$ cat src/hdl/ist_pkg.sv
// ----------------------------------------------------------------------------
// ist_pkg : shared types and constants of the INI stream tokenizer
// Event and error codes, character constants and the command word that the
// front end passes to the event back end.
// ----------------------------------------------------------------------------
package ist_pkg;

	// Event kinds
	localparam logic [2:0] EV_SECTION_BYTE = 3'd0;
	localparam logic [2:0] EV_SECTION_END  = 3'd1;
	localparam logic [2:0] EV_NAME_BYTE    = 3'd2;
	localparam logic [2:0] EV_VALUE_BYTE   = 3'd3;
	localparam logic [2:0] EV_PAIR_END     = 3'd4;
	localparam logic [2:0] EV_ERROR        = 3'd5;
	localparam logic [2:0] EV_FILE_END     = 3'd6;

	// Error kinds
	localparam logic [1:0] ERR_EOF     = 2'd0;
	localparam logic [1:0] ERR_NEWLINE = 2'd1;
	localparam logic [1:0] ERR_SPACE   = 2'd2;

	// Held whitespace codes
	localparam logic [1:0] WS_SPACE = 2'd0;
	localparam logic [1:0] WS_TAB   = 2'd1;
	localparam logic [1:0] WS_CR    = 2'd2;

	// Characters
	localparam logic [7:0] CH_LBRACK = 8'h5b;
	localparam logic [7:0] CH_RBRACK = 8'h5d;
	localparam logic [7:0] CH_SEMI   = 8'h3b;
	localparam logic [7:0] CH_HASH   = 8'h23;
	localparam logic [7:0] CH_EQ     = 8'h3d;
	localparam logic [7:0] CH_QUOTE  = 8'h22;
	localparam logic [7:0] CH_BSLASH = 8'h5c;
	localparam logic [7:0] CH_SPACE  = 8'h20;
	localparam logic [7:0] CH_TAB    = 8'h09;
	localparam logic [7:0] CH_CR     = 8'h0d;
	localparam logic [7:0] CH_LF     = 8'h0a;

	// Widths of the command word, sized for the largest configuration
	localparam int CNT_MAX_W  = 6;
	localparam int LINE_MAX_W = 32;

	typedef struct packed {
		logic       v;
		logic [2:0] kind;
		logic [7:0] data;
		logic [1:0] err;
	} ev_t;

	typedef struct packed {
		logic                  hold_v;
		logic [1:0]            hold_code;
		logic [CNT_MAX_W-1:0]  hold_idx;
		logic [CNT_MAX_W-1:0]  flush_n;
		logic [2:0]            flush_kind;
		ev_t                   ev0;
		ev_t                   ev1;
		logic [LINE_MAX_W-1:0] line;
	} cmd_t;

	// Append one event to the command's event slots
	function automatic cmd_t add_ev(cmd_t c, logic [2:0] kind, logic [7:0] data,
			logic [1:0] err);
		cmd_t r;
		r = c;
		if (!r.ev0.v) begin
			r.ev0 = '{v: 1'b1, kind: kind, data: data, err: err};
		end else begin
			r.ev1 = '{v: 1'b1, kind: kind, data: data, err: err};
		end
		return r;
	endfunction

	// Whitespace code back to its character
	function automatic logic [7:0] ws_char(logic [1:0] code);
		logic [7:0] r;
		case (code)
			WS_TAB:  r = CH_TAB;
			WS_CR:   r = CH_CR;
			default: r = CH_SPACE;
		endcase
		return r;
	endfunction

endpackage

$ cat src/hdl/ist_front.sv
// ----------------------------------------------------------------------------
// ist_front : line parser
// Classifies each byte against the parse mode and builds one command word
// per accepted item: hold writes, whitespace flushes and up to two events.
// ----------------------------------------------------------------------------
module ist_front #(
	parameter int SPACE_HOLD_DEPTH = 16,
	parameter int LINE_BITS        = 20
) (
	input  logic                clk,
	input  logic                arst_n,
	input  logic                take,
	input  logic                func,
	input  logic [7:0]          text_byte,
	output ist_pkg::cmd_t       cmd
);
	localparam int CW = $clog2(SPACE_HOLD_DEPTH + 1);

	typedef enum logic [3:0] {
		M_LINE, M_SECTION, M_AFTER_SECTION, M_COMMENT, M_NAME, M_QNAME,
		M_AFTER_QNAME, M_VALUE_PRE, M_VALUE, M_QVALUE, M_AFTER_QVALUE
	} mode_t;

	mode_t                mode_q, n_mode;
	logic [CW-1:0]        cnt_q, n_cnt;
	logic                 prev_q, n_prev;
	logic                 esc_q, n_esc;
	logic                 err_q, n_err;
	logic [LINE_BITS-1:0] line_q, n_line;

	logic       ws, cmt, nl;
	logic       line_go, do_hold, do_err;
	logic [1:0] err_code;
	logic       plain_v, str_v;
	logic [2:0] kind_sel;
	mode_t      close_mode;

	assign ws  = (text_byte == ist_pkg::CH_SPACE) || (text_byte == ist_pkg::CH_TAB) ||
		(text_byte == ist_pkg::CH_CR);
	assign cmt = (text_byte == ist_pkg::CH_SEMI) || (text_byte == ist_pkg::CH_HASH);
	assign nl  = (text_byte == ist_pkg::CH_LF);

	// Next state and command for the byte on the input
	always_comb begin
		ist_pkg::cmd_t c;
		c = '0;
		c.line = ist_pkg::LINE_MAX_W'(line_q);
		n_mode = mode_q;
		n_cnt = cnt_q;
		n_prev = prev_q;
		n_esc = esc_q;
		n_err = err_q;
		n_line = line_q;
		line_go = 1'b0;
		do_hold = 1'b0;
		do_err = 1'b0;
		err_code = ist_pkg::ERR_EOF;
		plain_v = 1'b0;
		str_v = 1'b0;
		kind_sel = ist_pkg::EV_NAME_BYTE;
		close_mode = M_AFTER_QNAME;

		if (func) begin
			// End of file: closing events unless an error is pending, then back to the reset state
			if (!err_q) begin
				case (mode_q)
					M_SECTION, M_QNAME, M_QVALUE: begin
						c = ist_pkg::add_ev(c, ist_pkg::EV_ERROR, 8'd0, ist_pkg::ERR_EOF);
					end
					M_NAME, M_VALUE, M_VALUE_PRE, M_AFTER_QNAME, M_AFTER_QVALUE: begin
						c = ist_pkg::add_ev(c, ist_pkg::EV_PAIR_END, 8'd0, 2'd0);
						c = ist_pkg::add_ev(c, ist_pkg::EV_FILE_END, 8'd0, 2'd0);
					end
					default: begin
						c = ist_pkg::add_ev(c, ist_pkg::EV_FILE_END, 8'd0, 2'd0);
					end
				endcase
			end
			n_mode = M_LINE;
			n_cnt = '0;
			n_prev = 1'b0;
			n_esc = 1'b0;
			n_err = 1'b0;
			n_line = LINE_BITS'(1);
		end else if (!err_q) begin
			case (mode_q)
				M_SECTION: begin
					if (text_byte == ist_pkg::CH_RBRACK) begin
						c = ist_pkg::add_ev(c, ist_pkg::EV_SECTION_END, 8'd0, 2'd0);
						n_mode = M_AFTER_SECTION;
					end else begin
						c = ist_pkg::add_ev(c, ist_pkg::EV_SECTION_BYTE, text_byte, 2'd0);
					end
				end
				M_AFTER_SECTION: begin
					if (cmt) n_mode = M_COMMENT;
					else if (nl) n_mode = M_LINE;
					else if (!ws) begin
						do_err = 1'b1;
						err_code = ist_pkg::ERR_NEWLINE;
					end
				end
				M_COMMENT: begin
					if (nl) n_mode = M_LINE;
				end
				M_NAME: begin
					plain_v = 1'b1;
					kind_sel = ist_pkg::EV_NAME_BYTE;
				end
				M_VALUE: begin
					plain_v = 1'b1;
					kind_sel = ist_pkg::EV_VALUE_BYTE;
				end
				M_QNAME: begin
					str_v = 1'b1;
					kind_sel = ist_pkg::EV_NAME_BYTE;
					close_mode = M_AFTER_QNAME;
				end
				M_QVALUE: begin
					str_v = 1'b1;
					kind_sel = ist_pkg::EV_VALUE_BYTE;
					close_mode = M_AFTER_QVALUE;
				end
				M_AFTER_QNAME: begin
					if (cmt) begin
						c = ist_pkg::add_ev(c, ist_pkg::EV_PAIR_END, 8'd0, 2'd0);
						n_mode = M_COMMENT;
					end else if (text_byte == ist_pkg::CH_EQ) begin
						n_mode = M_VALUE_PRE;
					end else if (!ws) begin
						// Pair ends; byte starts a new line item
						c = ist_pkg::add_ev(c, ist_pkg::EV_PAIR_END, 8'd0, 2'd0);
						line_go = 1'b1;
					end
				end
				M_VALUE_PRE: begin
					if (cmt) begin
						c = ist_pkg::add_ev(c, ist_pkg::EV_PAIR_END, 8'd0, 2'd0);
						n_mode = M_COMMENT;
					end else if (text_byte == ist_pkg::CH_QUOTE) begin
						n_esc = 1'b0;
						n_mode = M_QVALUE;
					end else if (nl) begin
						c = ist_pkg::add_ev(c, ist_pkg::EV_PAIR_END, 8'd0, 2'd0);
						n_mode = M_LINE;
					end else if (!ws) begin
						c = ist_pkg::add_ev(c, ist_pkg::EV_VALUE_BYTE, text_byte, 2'd0);
						n_prev = 1'b0;
						n_cnt = '0;
						n_mode = M_VALUE;
					end
				end
				M_AFTER_QVALUE: begin
					if (cmt) begin
						c = ist_pkg::add_ev(c, ist_pkg::EV_PAIR_END, 8'd0, 2'd0);
						n_mode = M_COMMENT;
					end else if (nl) begin
						c = ist_pkg::add_ev(c, ist_pkg::EV_PAIR_END, 8'd0, 2'd0);
						n_mode = M_LINE;
					end else if (!ws) begin
						do_err = 1'b1;
						err_code = ist_pkg::ERR_NEWLINE;
					end
				end
				default: begin
					line_go = 1'b1;
				end
			endcase

			// Start of a line item
			if (line_go) begin
				n_mode = M_LINE;
				if (text_byte == ist_pkg::CH_LBRACK) n_mode = M_SECTION;
				else if (ws || nl) n_mode = M_LINE;
				else if (cmt) n_mode = M_COMMENT;
				else if (text_byte == ist_pkg::CH_QUOTE) begin
					n_esc = 1'b0;
					n_mode = M_QNAME;
				end else if (text_byte == ist_pkg::CH_EQ) n_mode = M_VALUE_PRE;
				else begin
					c = ist_pkg::add_ev(c, ist_pkg::EV_NAME_BYTE, text_byte, 2'd0);
					n_prev = 1'b0;
					n_cnt = '0;
					n_mode = M_NAME;
				end
			end

			// Unquoted name or value
			if (plain_v) begin
				if (ws) do_hold = 1'b1;
				else if (nl) begin
					n_cnt = '0;
					c = ist_pkg::add_ev(c, ist_pkg::EV_PAIR_END, 8'd0, 2'd0);
					n_mode = M_LINE;
				end else if (mode_q == M_NAME && text_byte == ist_pkg::CH_EQ) begin
					n_cnt = '0;
					n_mode = M_VALUE_PRE;
				end else if (cmt && prev_q) begin
					n_cnt = '0;
					c = ist_pkg::add_ev(c, ist_pkg::EV_PAIR_END, 8'd0, 2'd0);
					n_mode = M_COMMENT;
				end else begin
					c.flush_n = ist_pkg::CNT_MAX_W'(cnt_q);
					c.flush_kind = kind_sel;
					n_cnt = '0;
					c = ist_pkg::add_ev(c, kind_sel, text_byte, 2'd0);
					n_prev = 1'b0;
				end
			end

			// Quoted name or value with escapes
			if (str_v) begin
				if (esc_q) begin
					n_esc = 1'b0;
					case (text_byte)
						ist_pkg::CH_BSLASH: c = ist_pkg::add_ev(c, kind_sel, ist_pkg::CH_BSLASH, 2'd0);
						8'h30: c = ist_pkg::add_ev(c, kind_sel, 8'd0, 2'd0);
						8'h61: c = ist_pkg::add_ev(c, kind_sel, 8'd7, 2'd0);
						8'h62: c = ist_pkg::add_ev(c, kind_sel, 8'd8, 2'd0);
						8'h74: c = ist_pkg::add_ev(c, kind_sel, 8'd9, 2'd0);
						8'h72: c = ist_pkg::add_ev(c, kind_sel, 8'd13, 2'd0);
						8'h6e: c = ist_pkg::add_ev(c, kind_sel, 8'd10, 2'd0);
						default: begin
							c = ist_pkg::add_ev(c, kind_sel, ist_pkg::CH_BSLASH, 2'd0);
							c = ist_pkg::add_ev(c, kind_sel, text_byte, 2'd0);
						end
					endcase
				end else if (text_byte == ist_pkg::CH_BSLASH) n_esc = 1'b1;
				else if (text_byte == ist_pkg::CH_QUOTE) n_mode = close_mode;
				else c = ist_pkg::add_ev(c, kind_sel, text_byte, 2'd0);
			end

			// Hold a whitespace byte, or overflow
			if (do_hold) begin
				if (cnt_q >= CW'(SPACE_HOLD_DEPTH)) begin
					do_err = 1'b1;
					err_code = ist_pkg::ERR_SPACE;
				end else begin
					c.hold_v = 1'b1;
					c.hold_idx = ist_pkg::CNT_MAX_W'(cnt_q);
					c.hold_code = (text_byte == ist_pkg::CH_TAB) ? ist_pkg::WS_TAB :
						((text_byte == ist_pkg::CH_CR) ? ist_pkg::WS_CR : ist_pkg::WS_SPACE);
					n_cnt = cnt_q + CW'(1);
					n_prev = 1'b1;
				end
			end

			if (do_err) begin
				c = ist_pkg::add_ev(c, ist_pkg::EV_ERROR, 8'd0, err_code);
				n_err = 1'b1;
				n_cnt = '0;
				n_esc = 1'b0;
			end

			// Line counter, saturating
			if (nl && line_q != '1) n_line = line_q + LINE_BITS'(1);
		end
		cmd = c;
	end

	// Parser state
	always_ff @(posedge clk or negedge arst_n) begin
		if (!arst_n) begin
			mode_q <= M_LINE;
			cnt_q <= '0;
			prev_q <= 1'b0;
			esc_q <= 1'b0;
			err_q <= 1'b0;
			line_q <= LINE_BITS'(1);
		end else if (take) begin
			mode_q <= n_mode;
			cnt_q <= n_cnt;
			prev_q <= n_prev;
			esc_q <= n_esc;
			err_q <= n_err;
			line_q <= n_line;
		end
	end

endmodule

$ cat src/hdl/ist_cmd_queue.sv
// ----------------------------------------------------------------------------
// ist_cmd_queue : two-entry command queue
// Decouples the parser from the event back end.
// ----------------------------------------------------------------------------
module ist_cmd_queue (
	input  logic          clk,
	input  logic          arst_n,
	input  logic          wr,
	input  ist_pkg::cmd_t wr_cmd,
	output logic          full,
	input  logic          rd,
	output logic          avail,
	output ist_pkg::cmd_t rd_cmd
);
	ist_pkg::cmd_t slot_q [2];
	logic       wp_q, rp_q;
	logic [1:0] cnt_q;

	assign full   = (cnt_q == 2'd2);
	assign avail  = (cnt_q != 2'd0);
	assign rd_cmd = slot_q[rp_q];

	// Storage
	always_ff @(posedge clk) begin
		if (wr) slot_q[wp_q] <= wr_cmd;
	end

	// Pointers and fill
	always_ff @(posedge clk or negedge arst_n) begin
		if (!arst_n) begin
			wp_q <= 1'b0;
			rp_q <= 1'b0;
			cnt_q <= 2'd0;
		end else begin
			if (wr) wp_q <= ~wp_q;
			if (rd) rp_q <= ~rp_q;
			cnt_q <= cnt_q + {1'b0, wr} - {1'b0, rd};
		end
	end

endmodule

$ cat src/hdl/ist_back.sv
// ----------------------------------------------------------------------------
// ist_back : event sequencer
// Keeps the held whitespace, expands each command into its events one per
// cycle while the result side pops and presents them through a result register.
// ----------------------------------------------------------------------------
module ist_back #(
	parameter int SPACE_HOLD_DEPTH = 16,
	parameter int LINE_BITS        = 20
) (
	input  logic                 clk,
	input  logic                 arst_n,
	input  logic                 avail,
	input  ist_pkg::cmd_t        cmd,
	output logic                 take_cmd,
	output logic                 empty,
	input  logic                 pop,
	output logic [2:0]           event_kind,
	output logic [7:0]           out_byte,
	output logic [1:0]           error_kind,
	output logic [LINE_BITS-1:0] line_number,
	output logic                 last
);
	localparam int PW = $clog2(SPACE_HOLD_DEPTH + 3);
	localparam int IW = (SPACE_HOLD_DEPTH > 1) ? $clog2(SPACE_HOLD_DEPTH) : 1;

	logic [1:0]    hold_q [SPACE_HOLD_DEPTH];
	ist_pkg::cmd_t cur_q;
	logic          busy_q;
	logic [PW-1:0] p_q;
	logic          out_v_q;

	logic [PW-1:0] fn, total, new_total;
	logic          adv, is_last;
	ist_pkg::ev_t  item;

	assign fn        = PW'(cur_q.flush_n);
	assign total     = fn + PW'(cur_q.ev0.v) + PW'(cur_q.ev1.v);
	assign new_total = PW'(cmd.flush_n) + PW'(cmd.ev0.v) + PW'(cmd.ev1.v);
	assign take_cmd  = !busy_q && avail;
	assign adv       = busy_q && (!out_v_q || pop);
	assign is_last   = (p_q == total - PW'(1));
	assign empty     = !out_v_q;

	// Current event: held whitespace first, then the event slots
	always_comb begin
		if (p_q < fn) begin
			item = '{v: 1'b1, kind: cur_q.flush_kind,
				data: ist_pkg::ws_char(hold_q[p_q[IW-1:0]]), err: 2'd0};
		end else if (p_q == fn) begin
			item = cur_q.ev0;
		end else begin
			item = cur_q.ev1;
		end
	end

	// Held whitespace store
	always_ff @(posedge clk) begin
		if (take_cmd && cmd.hold_v) hold_q[cmd.hold_idx[IW-1:0]] <= cmd.hold_code;
	end

	// Command register
	always_ff @(posedge clk) begin
		if (take_cmd) cur_q <= cmd;
	end

	// Result register
	always_ff @(posedge clk) begin
		if (adv) begin
			event_kind  <= item.kind;
			out_byte    <= item.data;
			error_kind  <= item.err;
			line_number <= cur_q.line[LINE_BITS-1:0];
			last        <= is_last;
		end
	end

	// Sequencer control
	always_ff @(posedge clk or negedge arst_n) begin
		if (!arst_n) begin
			busy_q <= 1'b0;
			p_q <= '0;
			out_v_q <= 1'b0;
		end else begin
			if (take_cmd) begin
				busy_q <= (new_total != '0);
				p_q <= '0;
			end else if (adv) begin
				p_q <= p_q + PW'(1);
				if (is_last) busy_q <= 1'b0;
			end
			if (adv) out_v_q <= 1'b1;
			else if (pop) out_v_q <= 1'b0;
		end
	end

endmodule

$ cat src/hdl/ini_stream_tokenizer.sv
// ----------------------------------------------------------------------------
// ini_stream_tokenizer : INI text to event stream
// Parser front end, command queue and event back end.
// ----------------------------------------------------------------------------
// Path: an item's command passes the queue and the command register before
// its results reach the result register. Throughput: the parser takes one
// byte a cycle while the queue has room; the back end takes no new command
// until it has sent every result of the current one, one at a time.
// Reset: arst_n clears parser state, queue and the result valid flag at once.
module ini_stream_tokenizer #(
	parameter int SPACE_HOLD_DEPTH = 16,
	parameter int LINE_BITS        = 20
) (
	input  logic                 clk,
	input  logic                 arst_n,
	input  logic                 push,
	output logic                 full,
	input  logic                 func,
	input  logic [7:0]           text_byte,
	output logic                 empty,
	input  logic                 pop,
	output logic [2:0]           event_kind,
	output logic [7:0]           out_byte,
	output logic [1:0]           error_kind,
	output logic [LINE_BITS-1:0] line_number,
	output logic                 last
);
	ist_pkg::cmd_t f_cmd, q_cmd;
	logic          take, q_avail, q_rd;

	assign take = push && !full;

	ist_front #(.SPACE_HOLD_DEPTH(SPACE_HOLD_DEPTH), .LINE_BITS(LINE_BITS)) u_front (
		.clk(clk), .arst_n(arst_n), .take(take), .func(func), .text_byte(text_byte),
		.cmd(f_cmd)
	);

	ist_cmd_queue u_queue (
		.clk(clk), .arst_n(arst_n), .wr(take), .wr_cmd(f_cmd), .full(full),
		.rd(q_rd), .avail(q_avail), .rd_cmd(q_cmd)
	);

	ist_back #(.SPACE_HOLD_DEPTH(SPACE_HOLD_DEPTH), .LINE_BITS(LINE_BITS)) u_back (
		.clk(clk), .arst_n(arst_n), .avail(q_avail), .cmd(q_cmd), .take_cmd(q_rd),
		.empty(empty), .pop(pop), .event_kind(event_kind), .out_byte(out_byte),
		.error_kind(error_kind), .line_number(line_number), .last(last)
	);

endmodule

$ cat config.mk
export PLATFORM = sky130hd
export DESIGN_NAME = ini_stream_tokenizer
export DESIGN_NICKNAME = d
export VERILOG_FILES = /design/src/hdl/ist_pkg.sv /design/src/hdl/ist_front.sv /design/src/hdl/ist_cmd_queue.sv /design/src/hdl/ist_back.sv /design/src/hdl/ini_stream_tokenizer.sv
export SDC_FILE = /design/constraint.sdc
export NUM_CORES = 1
export LEC_CHECK = 0
export BUFFER_PORTS_ARGS = -buffer_cell sky130_fd_sc_hd__buf_4
export CORE_MARGIN = 5
export CORE_UTILIZATION = 44
export DETAILED_ROUTE_END_ITERATION = 8
export SYNTH_ARGS = -nofsm -noshare
export SYNTH_HDL_FRONTEND = slang
export SYNTH_SLANG_ARGS = --single-unit
$ cat constraint.sdc
create_clock -name clk -period 9.9 [get_ports clk]
set_input_delay 0 -clock clk [delete_from_list [all_inputs] [get_ports clk]]
set_output_delay 0 -clock clk [all_outputs]
set_load 0.1 [all_outputs]
==> results of run 1 <==
[synthesized netlist by cell type, types with 4 or more instances]
master / n
edfxtp_1: 245
nor2_1: 86
mux2_2: 67
nand2_1: 47
dfrtp_1: 42
clkbuf_1: 34
a21oi_1: 33
inv_1: 33
o21ai_0: 30
nor3_1: 29
ha_1: 18
nand3_1: 18
xnor2_1: 18
nand4_1: 16
a31oi_1: 15
mux2i_1: 14
xor2_1: 12
and3_1: 11
and2_1: 10
buf_1: 10
mux4_2: 10
nand2b_1: 9
nor4_1: 9
a211oi_1: 7
o31ai_1: 7
or2_2: 7
a21o_1: 6
buf_2: 6
o22ai_1: 6
or3_1: 6
a22o_1: 5
a22oi_1: 5
a32oi_1: 5
nand3b_1: 5
nor4b_1: 5
o21a_1: 5
a211o_1: 4
and4_1: 4
o211ai_1: 4
or4_1: 4
[cell families (layout without fill, tap and decap cells)]
logic type      Yosys count  in the layout
buf+inv                  86            158
compound gates          172            172
mux                      91             91
fa+ha+maj                20             20
other cells               1              4
simple gates            290            290
xor+xnor                 30             30
flops                   288            288
[per-stage QoR]
stage	total power (uW)	area [sq um]	worst slack (ns)
after floorplan	2960	13200	6.08
after global placement	3320	13900	6.45
after detailed placement	3330	13900	6.49
after CTS	4560	15100	6.53
after global routing	4740	15100	6.21
final	4510	15100	6.50
[area by class of cell]
cell class	instances	area (sq um)
tap	390	488
clock buffer	42	867
timing repair buffer	66	520
clock inverter	16	231
sequential	288	8440
fill	2529	14500
multi-input combinational	607	4420
inverter	34	128
[sequential cells by signal, indices dropped and copies added (netlist names), 3 cells and up]
signal / cells
u_back.event_kind: 3
u_back.hold_q: 32
u_back.cur_q: 55
u_back.p_q: 5
u_front.mode_q: 4
u_front.line_q: 20
u_back.line_number: 20
u_front.cnt_q: 5
u_queue.slot_q: 124
u_back.out_byte: 8
[power groups by stage]
stage          Clock, uW  Sequential [uW]  Combinational (uW)
2_1_floorplan          0             2140                 826
3_5_place_dp           0             1880                1450
6_report            1210             1850                1450
4_1_cts             1240             1860                1460
5_1_grt             1300             1890                1560
3_3_place_gp           0             1870                1440
[timing repair]
| action | CTS | global route |
|---|---|---|
| setup endpoints to repair | 0 | 0 |
| endpoints found under the hold margin | 72 | 0 |
| hold buffers | 10 | 0 |
| resized for setup | 0 | 0 |
[critical path: stages]
cell and delay [ns]:
dlygate4sd3_1 0.53, buf_4 0.21, or4b_1 0.66, nor4_4 0.68, o22ai_1 0.25, nand3_1 0.33
o41ai_1 0.18, a2111oi_0 0.79
[per-layer routing]
metal / track usage / wire length, um / up-vias
li1: - / - / 3868
met1: 0.267 / 13900 / 4073
met2: 0.256 / 12800 / 244
met3: 0.0242 / 1510 / 44
met4: 0.0423 / 595 / 0
met5: 0 / 0 / -
[path summary, 6_finish.rpt]
kind,start,endpoint,slack [ns],depth (start not counted)
worst min-delay path,arst_n,u_front.line_q[2],0.03,2
worst max register to register,u_front.mode_q[2],u_queue.slot_q[0][42],6.51,6
worst max-delay path,text_byte[0],u_queue.slot_q[0][42],6.50,8
min in group clk,text_byte[1],u_queue.slot_q[0][35],0.04,3
worst min register to register,u_back.cur_q[16],u_back.line_number[16],0.42,0
max in group asynchronous,arst_n,u_queue.rp_q,9.36,2
==> impl.org, run 1 <==
** Clock network
- Clock tree synthesis selected as its root buffer the cell clkbuf_16.
- CTS clk-pin slew, worst paths :: 0.06 ns
- CTS saw 288 sinks.
- Count of H-tree levels built during CTS :: 1
- In this run, CTS created clock tree buffers numbering 31.
- Postcts setup bufs :: 0
- CTS tree :: yes
- Deepest clock path buffer count :: 3
- Clock network latency to the later pin of the worst-skew pair :: 0.55 ns

** Place
- HPWL after DPL :: 19.7 mm
- Routability-driven placement finished with a final weighted congestion of 0.924.
- After detailed placement, the design holds a cell count of 1375.
- The count of buffers added on input and output ports is 48.

** STA
- In this run the tightest slew margin relative to its limit is 0.154.
- Sum Neg Setup Slack :: 0 ns
- Setup repair after global routing missed its margin :: false
- The final-report max-slew violation count is 0.
- Transition at the pin with the smallest max-transition slack :: 1.26 ns
- For this run, the top clock speed supported by timing is 294 MHz.
- Smallest hold slack :: 0.0346 ns
- Period utilization :: 0.344
- Setup violations remaining at the end of the flow were counted as 0.
- Total count of hold-check failures in the final report :: 0
- The worst path needs 3.40 ns of the cycle, external delays included.
- Final worst clock skew :: 0.00877 ns

** Yosys
- The mapped netlist covers 13200 sq um.
- Number of synthesized register bits :: 288
- Top cell type's share of synthesized area :: 0.559
- After synthesis, the share of flip-flops with an asynchronous set or reset is 0.149.
- Measured against the total synthesized area, the mux share comes to 0.0851.
- Complex-gate fraction of the synthesized area :: 0.0910
- Largest cells by area after synthesis :: edfxtp_1 56%, dfrtp_1 8.0%, mux2_2 5.7%
- Of the total synthesized cell area, the portion taken by XOR and XNOR cells is 0.0200.
- Syn avg cell area :: 13.5 sq um
- Yosys printed 0 warnings.
- The most used flip-flop cell after synthesis is edfxtp_1.
- Share of the yosys chip area belonging to registers :: 0.641
- Cell taking the most area after synthesis :: edfxtp_1
- Dominant combinational cell family by area after synthesis :: simple AND/OR/NAND/NOR gates
- Number of enable flip-flop cells after synthesis :: 245
- In this run, distinct cell masters in the synthesized netlist total 84.
- Number of standard cells after synthesis :: 978
- Adder-cell share of the synthesized area :: 0.0201
- Of the total synthesized cell area, the portion taken by AND, OR, NAND and NOR gates is 0.117.

** Pwr
- The share of total power dissipated in combinational logic is 0.321.
- Internal power comes to 2930 uW.
- Switching part of the total power :: 0.351
- Sequential share of power :: 0.411
- Switching Power :: 1580 uW
- Leakage power figure :: 0.00545 uW
- Cell area power density :: 299 nW/um^2
- Maximum vdd ir drop :: 0.163 mV
- The share of total power dissipated in the clock network is 0.268.

** Drt
- WL/cell :: 20.0 um
- Number of detailed-routing iterations run before antenna repair :: 5
- After the first detailed-routing iteration, the DRC count stood at 572.
- The detail route stage leaves a number of antenna-violating nets equal to 0.
- Vias after detailed routing :: 8229
- DRC errors left :: 0
- Number of vias per cell :: 5.70
- Final wirelength :: 28.8 mm

** Layout
- Utilization after layout :: 0.510
- The number of antenna diodes in the final layout is 0.
- After the last flow step, the layout net total stands at 1061.
- Most common cell after layout, fill and taps aside :: edfxtp_1
- In the final layout, the share of cells above drive strength 1 is 0.195.
- Final standard cell count with taps included and fillers excluded :: 1443
- Highest-count cells in the layout ignoring fill and taps :: 245 x edfxtp_1, 85 x nor2_1, 67 x mux2_2
- Area growth from synthesis to layout :: 14.6%

** Global route
- Across every metal layer, demand over resource in global routing totals 0.172.
- Vias in the first global route :: 8010
- The initial antenna violation count was 0.
- GRT Residual Overflow :: 0
- The first global-routing pass estimated 46.1 mm of wire.
- Maximum number of pins on one net before global-route repair :: 63

** Setup path
- For the worst setup path, the data required time is 10.13 ns.
- Endpoint type of the worst setup path :: register
- The worst setup path is launched from an input pin.
- Arrival @ worst endpoint :: 3.64 ns
- The worst setup path is of the input pin to register kind.
- In this run the worst path has a maximum fanout of 21.

** Floorplanning
- Row generation in the floorplan step produced 63 rows.
- DIE AREA :: 33500 sq um
- Die height :: 183 um
- During I/O placement, the number of pins put on the boundary was 49.
- The core region is 29600 sq um.
- The floorplan step set the die width to 183 um.
- Initial core utilization :: 0.445

** Hold path
- The tightest min-delay check is of the input pin to asynchronous set/reset pin type.

** Outcome
- The flow ran to the end, and the final reports show no timing, DRC or antenna violations.

** Run
- Max-cap violations in this run came to 0.
(Power assumes the default switching activity.)
==> run 2, diff against run 1 <==
==> constraint.sdc (replaced) <==
create_clock -name clk -period 3.5 [get_ports clk]
set_input_delay 0 -clock clk [delete_from_list [all_inputs] [get_ports clk]]
set_output_delay 0 -clock clk [all_outputs]
set_load 0.1 [all_outputs]
==> run 2 against run 1 <==
  * Critical path type is now register to register
  * First-iteration DRC count increased by 21%
  * Worst setup slack got worse by 6.1 ns
  * Wire length increased by 4.0%
  * Flip-flop and latch count unchanged
  * Register-to-register slack got worse by 6.1 ns
  * Cell count increased by 0.90%
==> impl.org, run 2 (same netlist as run 1, synthesis figures left out) <==
** Drt
- Final wirelength :: 30.0 mm (+4.0%)
- The mean routed wirelength per cell is 20.6 um (+3.1%).
- DRC errors left :: 0 (unchanged)
- Vias after detailed routing :: 8339 (+1.3%)
- The number of violations reported at the end of detailed-routing iteration 0 was 691 (+21%).
- Number of vias per cell :: 5.73 (+0.43%)
- The number of optimization iterations in the first detailed-route pass came to 5 (unchanged).
- Antenna Nets Post-Route :: 0 (unchanged)

** Clock network
- CTS Root Buffer Type :: clkbuf_16
- The total setup buffers inserted after CTS was 0 (unchanged).
- The CTS H-tree depth is 1 (unchanged).
- CTS clk-pin slew, worst paths :: 0.06 ns (about the same)
- Clock network latency to the later pin of the worst-skew pair :: 0.55 ns (about the same)
- TritonCTS built the clock tree.
- The maximum count of clock buffers along a single path is 3 (unchanged).
- The number of buffers created by CTS was 30 (-3.2%).
- Clk sink count :: 288 (unchanged)

** Pwr
- Switching Power :: 4490 uW (+180%)
- Switching part of the total power :: 0.358 (+0.00752)
- The worst vdd rail ir drop was 0.403 mV (+150%).
- Clock network fraction of total power :: 0.248 (-0.020)
- Internal Dissipation :: 8050 uW (+170%)
- The power density over the cells is 830 nW/um^2 (+180%).
- Overall power consumption :: 12500 uW (+180%)
- Sequential share of power :: 0.416 (+0.005)
- The static leakage came to 0.00549 uW (+0.77%).
- Share of power burned in combinational logic :: 0.336 (+0.015)

** Floorplanning
- The starting density of the core came to 0.445 (unchanged).
- DIE AREA :: 33500 sq um (unchanged)
- Chip Width :: 183 um (unchanged)
- The height of the die came to 183 um (unchanged).
- Number of primary I/O pins :: 49 (unchanged)
- The core area came to 29600 sq um (unchanged).
- The number of placement rows came to 63 (unchanged).

** STA
- Period utilization :: 0.892
- The worst-case headroom to the max-slew limit is 0.376 (+0.222).
- The final-report max-slew violation count was 0 (unchanged).
- The clock skew was 0.0143 ns (+0.00557 ns).
- Sum Neg Setup Slack :: 0 ns (unchanged)
- Setup violators final :: 0 (unchanged)
- Setup repair after global routing left no endpoint under its margin.
- The count of endpoints failing hold in the final timing report was 0 (unchanged).
- The slew at the pin closest to its max-slew limit was 0.935 ns (-0.324 ns).
- Smallest hold slack :: 0.0236 ns (-0.0110 ns)
- The post-layout worst setup margin is 0.378 ns (-6.12 ns).
- Fmax :: 320 MHz
- The smallest clock period supported by the final layout is computed as 3.12 ns.

** Place
- The worst setup slack before clock tree synthesis came to 0.336 ns (-6.15 ns).
- The weighted congestion reported at the end of routability-driven placement was 0.933 (+0.97%).
- Placed cell areas :: 14000 sq um (+1.1%)
- The count of buffers inserted at the top-level ports was 48 (unchanged).
- HPWL after DPL :: 20.4 mm (+3.9%)

** Layout
- The ratio of cells with drive above 1 in the final layout was 0.211 (+0.0164).
- The summed area of non-filler cells in the final layout was 15100 sq um (+0.22%).
- Register name with the most flops :: u_queue.slot_q
- Area growth from synthesis to layout :: 14.8%
- The flip-flop count of the largest register after layout was 124 (unchanged).
- Leaving out fill and tap cells, the most frequent cell in the layout is edfxtp_1.
- The top cell types in the final layout, fill and taps aside, are 245 x edfxtp_1, 85 x nor2_1, 71 x buf_4.
- The final layout net count came to 1075 (+1.3%).
- The antenna cell count was 0 (unchanged).

** Global route
- The first-pass GRT wire length is 47.3 mm (+2.6%).
- GRT Resource Usage Total :: 0.176 (+0.00479)
- Antenna violations before repair :: 0 (unchanged)
- Maximum number of pins on one net before global-route repair :: 47 (-25%)
- Vias in the first global route :: 8258 (+3.1%)
- The global-route congestion overflow total is 0 (unchanged).

** Setup path
- Endpoint type of the worst setup path :: register
- The setup path with the least slack is of type register to register.
- Crit path launch type :: register
- The critical path required time came to 3.77 ns (-6.36 ns).
- Arrival @ worst endpoint :: 3.39 ns (-0.25 ns)
- The peak fanout along the critical path is 22 (+4.8%).

** Outcome
- The run finished with clean final reports.

** Hold path
- HP Class :: input pin to asynchronous set/reset pin

** Run
- Max-Cap Viols :: 0 (unchanged)
run 2: per-stage QoR:
step | std cells | util
3_5_place_dp | 1392 | 0.475
5_1_grt | 1456 | 0.511
4_1_cts | 1456 | 0.511
3_3_place_gp | 1392 | 0.475
6_report | 1456 | 0.511
2_1_floorplan | 981 | -
run 2: layer usage:
layer / part of all wire / global-route usage / up-vias
li1: - / - / 3898
met1: 0.48 / 0.271 / 4135
met2: 0.45 / 0.266 / 254
met3: 0.048 / 0.0228 / 52
met4: 0.020 / 0.0486 / 0
met5: 0 / 0 / -
run 2: cell type report:
cell class | instances | area (sq um)
Multi-Input combinational cell | 607 | 4420
Sequential cell | 288 | 8440
Timing Repair Buffer | 81 | 653
Inverter | 34 | 128
Tap cell | 390 | 488
Fill cell | 2546 | 14400
Clock buffer | 42 | 876
Clock inverter | 14 | 123
run 2: worst max-delay path: stages, from the launching register on:
cell and delay (ns):
dfrtp_1 0.76, xnor2_1 0.26, nand2b_1 0.29, nor3_2 0.58, o2bb2ai_1 0.28, o41ai_2 0.16, a2111oi_1 0.52
run 2: repair_timing:
| action | CTS | global route |
|---|---|---|
| endpoints found under the setup margin | 0 | 2 |
| endpoints found under the hold margin | 57 | 0 |
| hold buffers | 8 | 0 |
| gates resized for setup | 0 | 1 |
run 2: final timing paths:
| kind | startpoint | end | slack, ns | cells past startpoint |
|---|---|---|---|---|
| max | u_front.mode_q[2] | u_queue.slot_q[1][48] | 0.38 | 6 |
| min | arst_n | u_front.line_q[11] | 0.02 | 2 |
| max reg2reg | u_front.mode_q[2] | u_queue.slot_q[1][48] | 0.38 | 6 |
| min reg2reg | u_back.cur_q[10] | u_back.line_number[10] | 0.42 | 0 |
| max in group asynchronous | arst_n | u_queue.rp_q | 2.98 | 2 |
| min in group clk | push | u_queue.wp_q | 0.03 | 3 |
run 2: power by group through the flow:
| stage | clock [uW] | combinational, uW | sequential (uW) |
|---|---|---|---|
| 6_report | 3110 | 4220 | 5210 |
| 5_1_grt | 3340 | 4510 | 5310 |
| 4_1_cts | 3180 | 4250 | 5230 |
| 3_5_place_dp | 0 | 4220 | 5290 |
| 3_3_place_gp | 0 | 4200 | 5260 |
| 2_1_floorplan | 0 | 2340 | 6040 |
==> run 3, diff against run 2 <==
--- a/config.mk
+++ b/config.mk
@@ -8,6 +8,7 @@
 export BUFFER_PORTS_ARGS = -buffer_cell sky130_fd_sc_hd__buf_4
 export CORE_MARGIN = 5
 export CORE_UTILIZATION = 44
+export CTS_BUF_LIST = sky130_fd_sc_hd__clkbuf_4 sky130_fd_sc_hd__clkbuf_8
 export DETAILED_ROUTE_END_ITERATION = 8
 export SYNTH_ARGS = -nofsm -noshare
 export SYNTH_HDL_FRONTEND = slang
==> constraint.sdc (replaced) <==
create_clock -name clk -period 4.02 [get_ports clk]
set_input_delay 0 -clock clk [delete_from_list [all_inputs] [get_ports clk]]
set_output_delay 0 -clock clk [all_outputs]
set_load 0.1 [all_outputs]
==> run 3 against run 2 <==
  * Worst setup slack gained 0.54 ns
  * Global-route usage shrank 0.12 points
  * Largest power group unchanged
  * Sequential share of layout area grew 0.40 points
  * Via count is 1.4% lower
  * Hold slack improved by 0.0028 ns
  * Wire length fell by 1.7%
  * First-iteration DRC count decreased by 9.3%
  * Total power is 14% lower
  * Cell count increased by 1.4%
==> impl.org, run 3 (same netlist as run 1, synthesis figures left out) <==
** Outcome
- Run status :: complete, no violations

** STA
- The count of endpoints failing hold in the final timing report is 0 (unchanged).
- Setup violators final :: 0 (unchanged)
- Period utilization :: 0.773
- Clock period minus final worst setup slack :: 3.11 ns
- Final worst clock skew :: 0.0248 ns (+0.0105 ns)
- Fmax :: 322 MHz
- Sum Neg Setup Slack :: 0 ns (unchanged)
- Transition at the pin with the smallest max-transition slack :: 0.941 ns (+0.00565 ns)
- Slew Viols, Final :: 0 (unchanged)
- The worst-case headroom to the max-slew limit came to 0.373 (-0.00377).
- The worst hold margin is 0.0264 ns (+0.00281 ns).
- Setup repair after global routing missed its margin :: false

** Hold path
- Cell depth of the worst hold path :: 3
- Worst Hold Launch :: push
- HP Class :: input pin to register
- Sink of the worst hold path :: u_queue.wp_q

** Floorplanning
- The starting density of the core is 0.445 (unchanged).
- Chip Width :: 183 um (unchanged)
- The core area was 29600 sq um (unchanged).
- The height of the die came to 183 um (unchanged).
- The count of boundary I/O pins came to 49 (unchanged).
- The number of placement rows is 63 (unchanged).
- DIE AREA :: 33500 sq um (unchanged)

** Setup path
- Endpoint type of the worst setup path :: register
- Slack of the worst reg-to-reg path :: 0.92 ns (+0.54 ns)
- Largest fanout on the critical path :: 21 (-4.5%)
- Type of the setup path with the least slack :: input pin to register
- The critical path required time came to 4.28 ns (+0.51 ns).
- The worst register-to-register path begins at u_front.mode_q[2].
- Crit path launch type :: input pin
- Endpoint of the worst-slack reg-to-reg timing path :: u_queue.slot_q[0][48]
- Arrival @ worst endpoint :: 3.37 ns (-0.02 ns)
- Reg2Reg Depth :: 6 (unchanged)

** Place
- The count of buffers inserted at the top-level ports was 48 (unchanged).
- HPWL after DPL :: 19.9 mm (-2.6%)
- Routability congestion estimate :: 0.927 (-0.64%)

** Pwr
- Maximum vdd ir drop :: 0.306 mV (-24%)
- Cell area power density :: 716 nW/um^2 (-14%)
- Leakage power figure :: 0.00546 uW (-0.56%)

** Layout
- Area growth from synthesis to layout :: 14.0%
- The register with the most flip-flops in the final layout is u_queue.slot_q.
- The ratio of cells with drive above 1 in the final layout came to 0.224 (+0.0125).
- Most common cell after layout, fill and taps aside :: edfxtp_1
- Highest-count cells in the layout ignoring fill and taps :: 245 x edfxtp_1, 85 x nor2_1, 67 x mux2_2
- The antenna cell count came to 0 (unchanged).
- Final net count :: 1081 (+0.56%)
- The fill cell instance count of the final layout was 2574 (+1.1%).
- Number of flip-flops in the largest register :: 124 (unchanged)

** Drt
- Antenna Nets Post-Route :: 0 (unchanged)
- Final wirelength :: 29.5 mm (-1.7%)
- DRC errors left :: 0 (unchanged)
- Vias after detailed routing :: 8225 (-1.4%)
- The number of violations reported at the end of detailed-routing iteration 0 came to 627 (-9.3%).
- Number of vias per cell :: 5.57 (-2.8%)
- The mean routed wirelength per cell came to 20.0 um (-3.1%).
- The number of optimization iterations in the first detailed-route pass was 5 (unchanged).

** Global route
- The initial antenna violation count came to 0 (unchanged).
- The first-pass GRT wire length was 46.4 mm (-1.7%).
- GRT Resource Usage Total :: 0.175 (-0.00118)
- The global-route congestion overflow total is 0 (unchanged).
- Maximum number of pins on one net before global-route repair :: 53 (+13%)
- Busiest layer in global routing :: met1
- Met3 Usage GRT :: 0.0296 (+0.00674)
- M2 GR Usage :: 0.258 (-0.00856)
- Vias in the first global route :: 8127 (-1.6%)
- The global-route track usage on met1 is 0.265 (-0.00590).

** Clock network
- The total setup buffers inserted after CTS was 0 (unchanged).
- CTS Root Buffer Type :: clkbuf_8
- The maximum count of clock buffers along a single path came to 3 (unchanged).
- The count of clock tree sinks was 288 (unchanged).
- The CTS H-tree depth was 2 (+1).
- The number of buffers created by CTS was 47 (+57%).
- CTS tree :: yes
- The insertion delay of the later-clocked pin in the worst-skew pair came to 0.56 ns (about the same).
- CTS clk-pin slew, worst paths :: 0.06 ns (about the same)

** Run
- The max-capacitance violation count was 0 (unchanged).
run 3: cell types whose count changed in the layout (fill, tap and decap cells not counted), sizes merged:
cell,previous run,this run
clkinv,9,14
clkbuf,42,70
inv,35,34
clkinvlp,3,2
bufinv,1,2
buf,73,62
run 3: worst max-delay path, stage by stage:
cell           delay, ns
dlygate4sd3_1       0.53
buf_4               0.21
or4b_1              0.65
nor4_4              0.68
o22ai_1             0.24
nand3_1             0.31
o31ai_1             0.11
a2111oi_0           0.63
run 3: area by class of cell:
cell class	count	area [sq um]	share of cell area
flip-flops and latches	288	8440	0.562
multi-input cells	607	4420	0.294
clock buffers	70	838	0.0558
repair buffers	70	558	0.0372
well taps	390	488	0.0325
clock inverters	18	150	0.0100
inverters	34	128	0.00850
run 3: power by group:
part / switching [uW] / internal, uW
registers: 345 / 4200
clock network: 1110 / 1470
logic: 2420 / 1190
run 3: how the worst max path moves through the flow:
stage | endpoint | depth (start not counted) | start | slack, ns
floorplan | u_queue.slot_q[0][0] | 3 | u_queue.cnt_q[1] | 0.20
global placement | u_queue.slot_q[0][42] | 7 | text_byte[1] | 0.94
detailed placement | u_queue.slot_q[0][42] | 7 | text_byte[1] | 0.90
CTS | u_queue.slot_q[0][48] | 6 | u_front.mode_q[3] | 0.94
global route | u_queue.slot_q[0][48] | 6 | u_front.mode_q[2] | 0.55
finish | u_queue.slot_q[1][42] | 8 | text_byte[0] | 0.91
run 3: per-layer routing:
metal	vias to the layer above	routed length, um
li1	3903	-
met1	4004	14300
met2	262	12800
met3	56	1510
met4	0	871
met5	-	0
run 3: through the flow:
step | area, sq um | std cells | setup WS (ns) | utilization | power (uW)
final | 15000 | 1477 | 0.914 | 0.508 | 10700
after global routing | 15000 | 1477 | 0.546 | 0.508 | 11300
after CTS | 15000 | 1477 | 0.941 | 0.508 | 10900
after detailed placement | 13900 | 1381 | 0.897 | 0.472 | 8230
after global placement | 13900 | 1381 | 0.943 | 0.472 | 8210
after floorplan | 13200 | 981 | 0.204 | - | 7300
run 3: what timing repair did:
action | in CTS | in global routing
hold buffers | 8 | 0
endpoints found under the hold margin | 69 | 0
resized for setup | 0 | 0
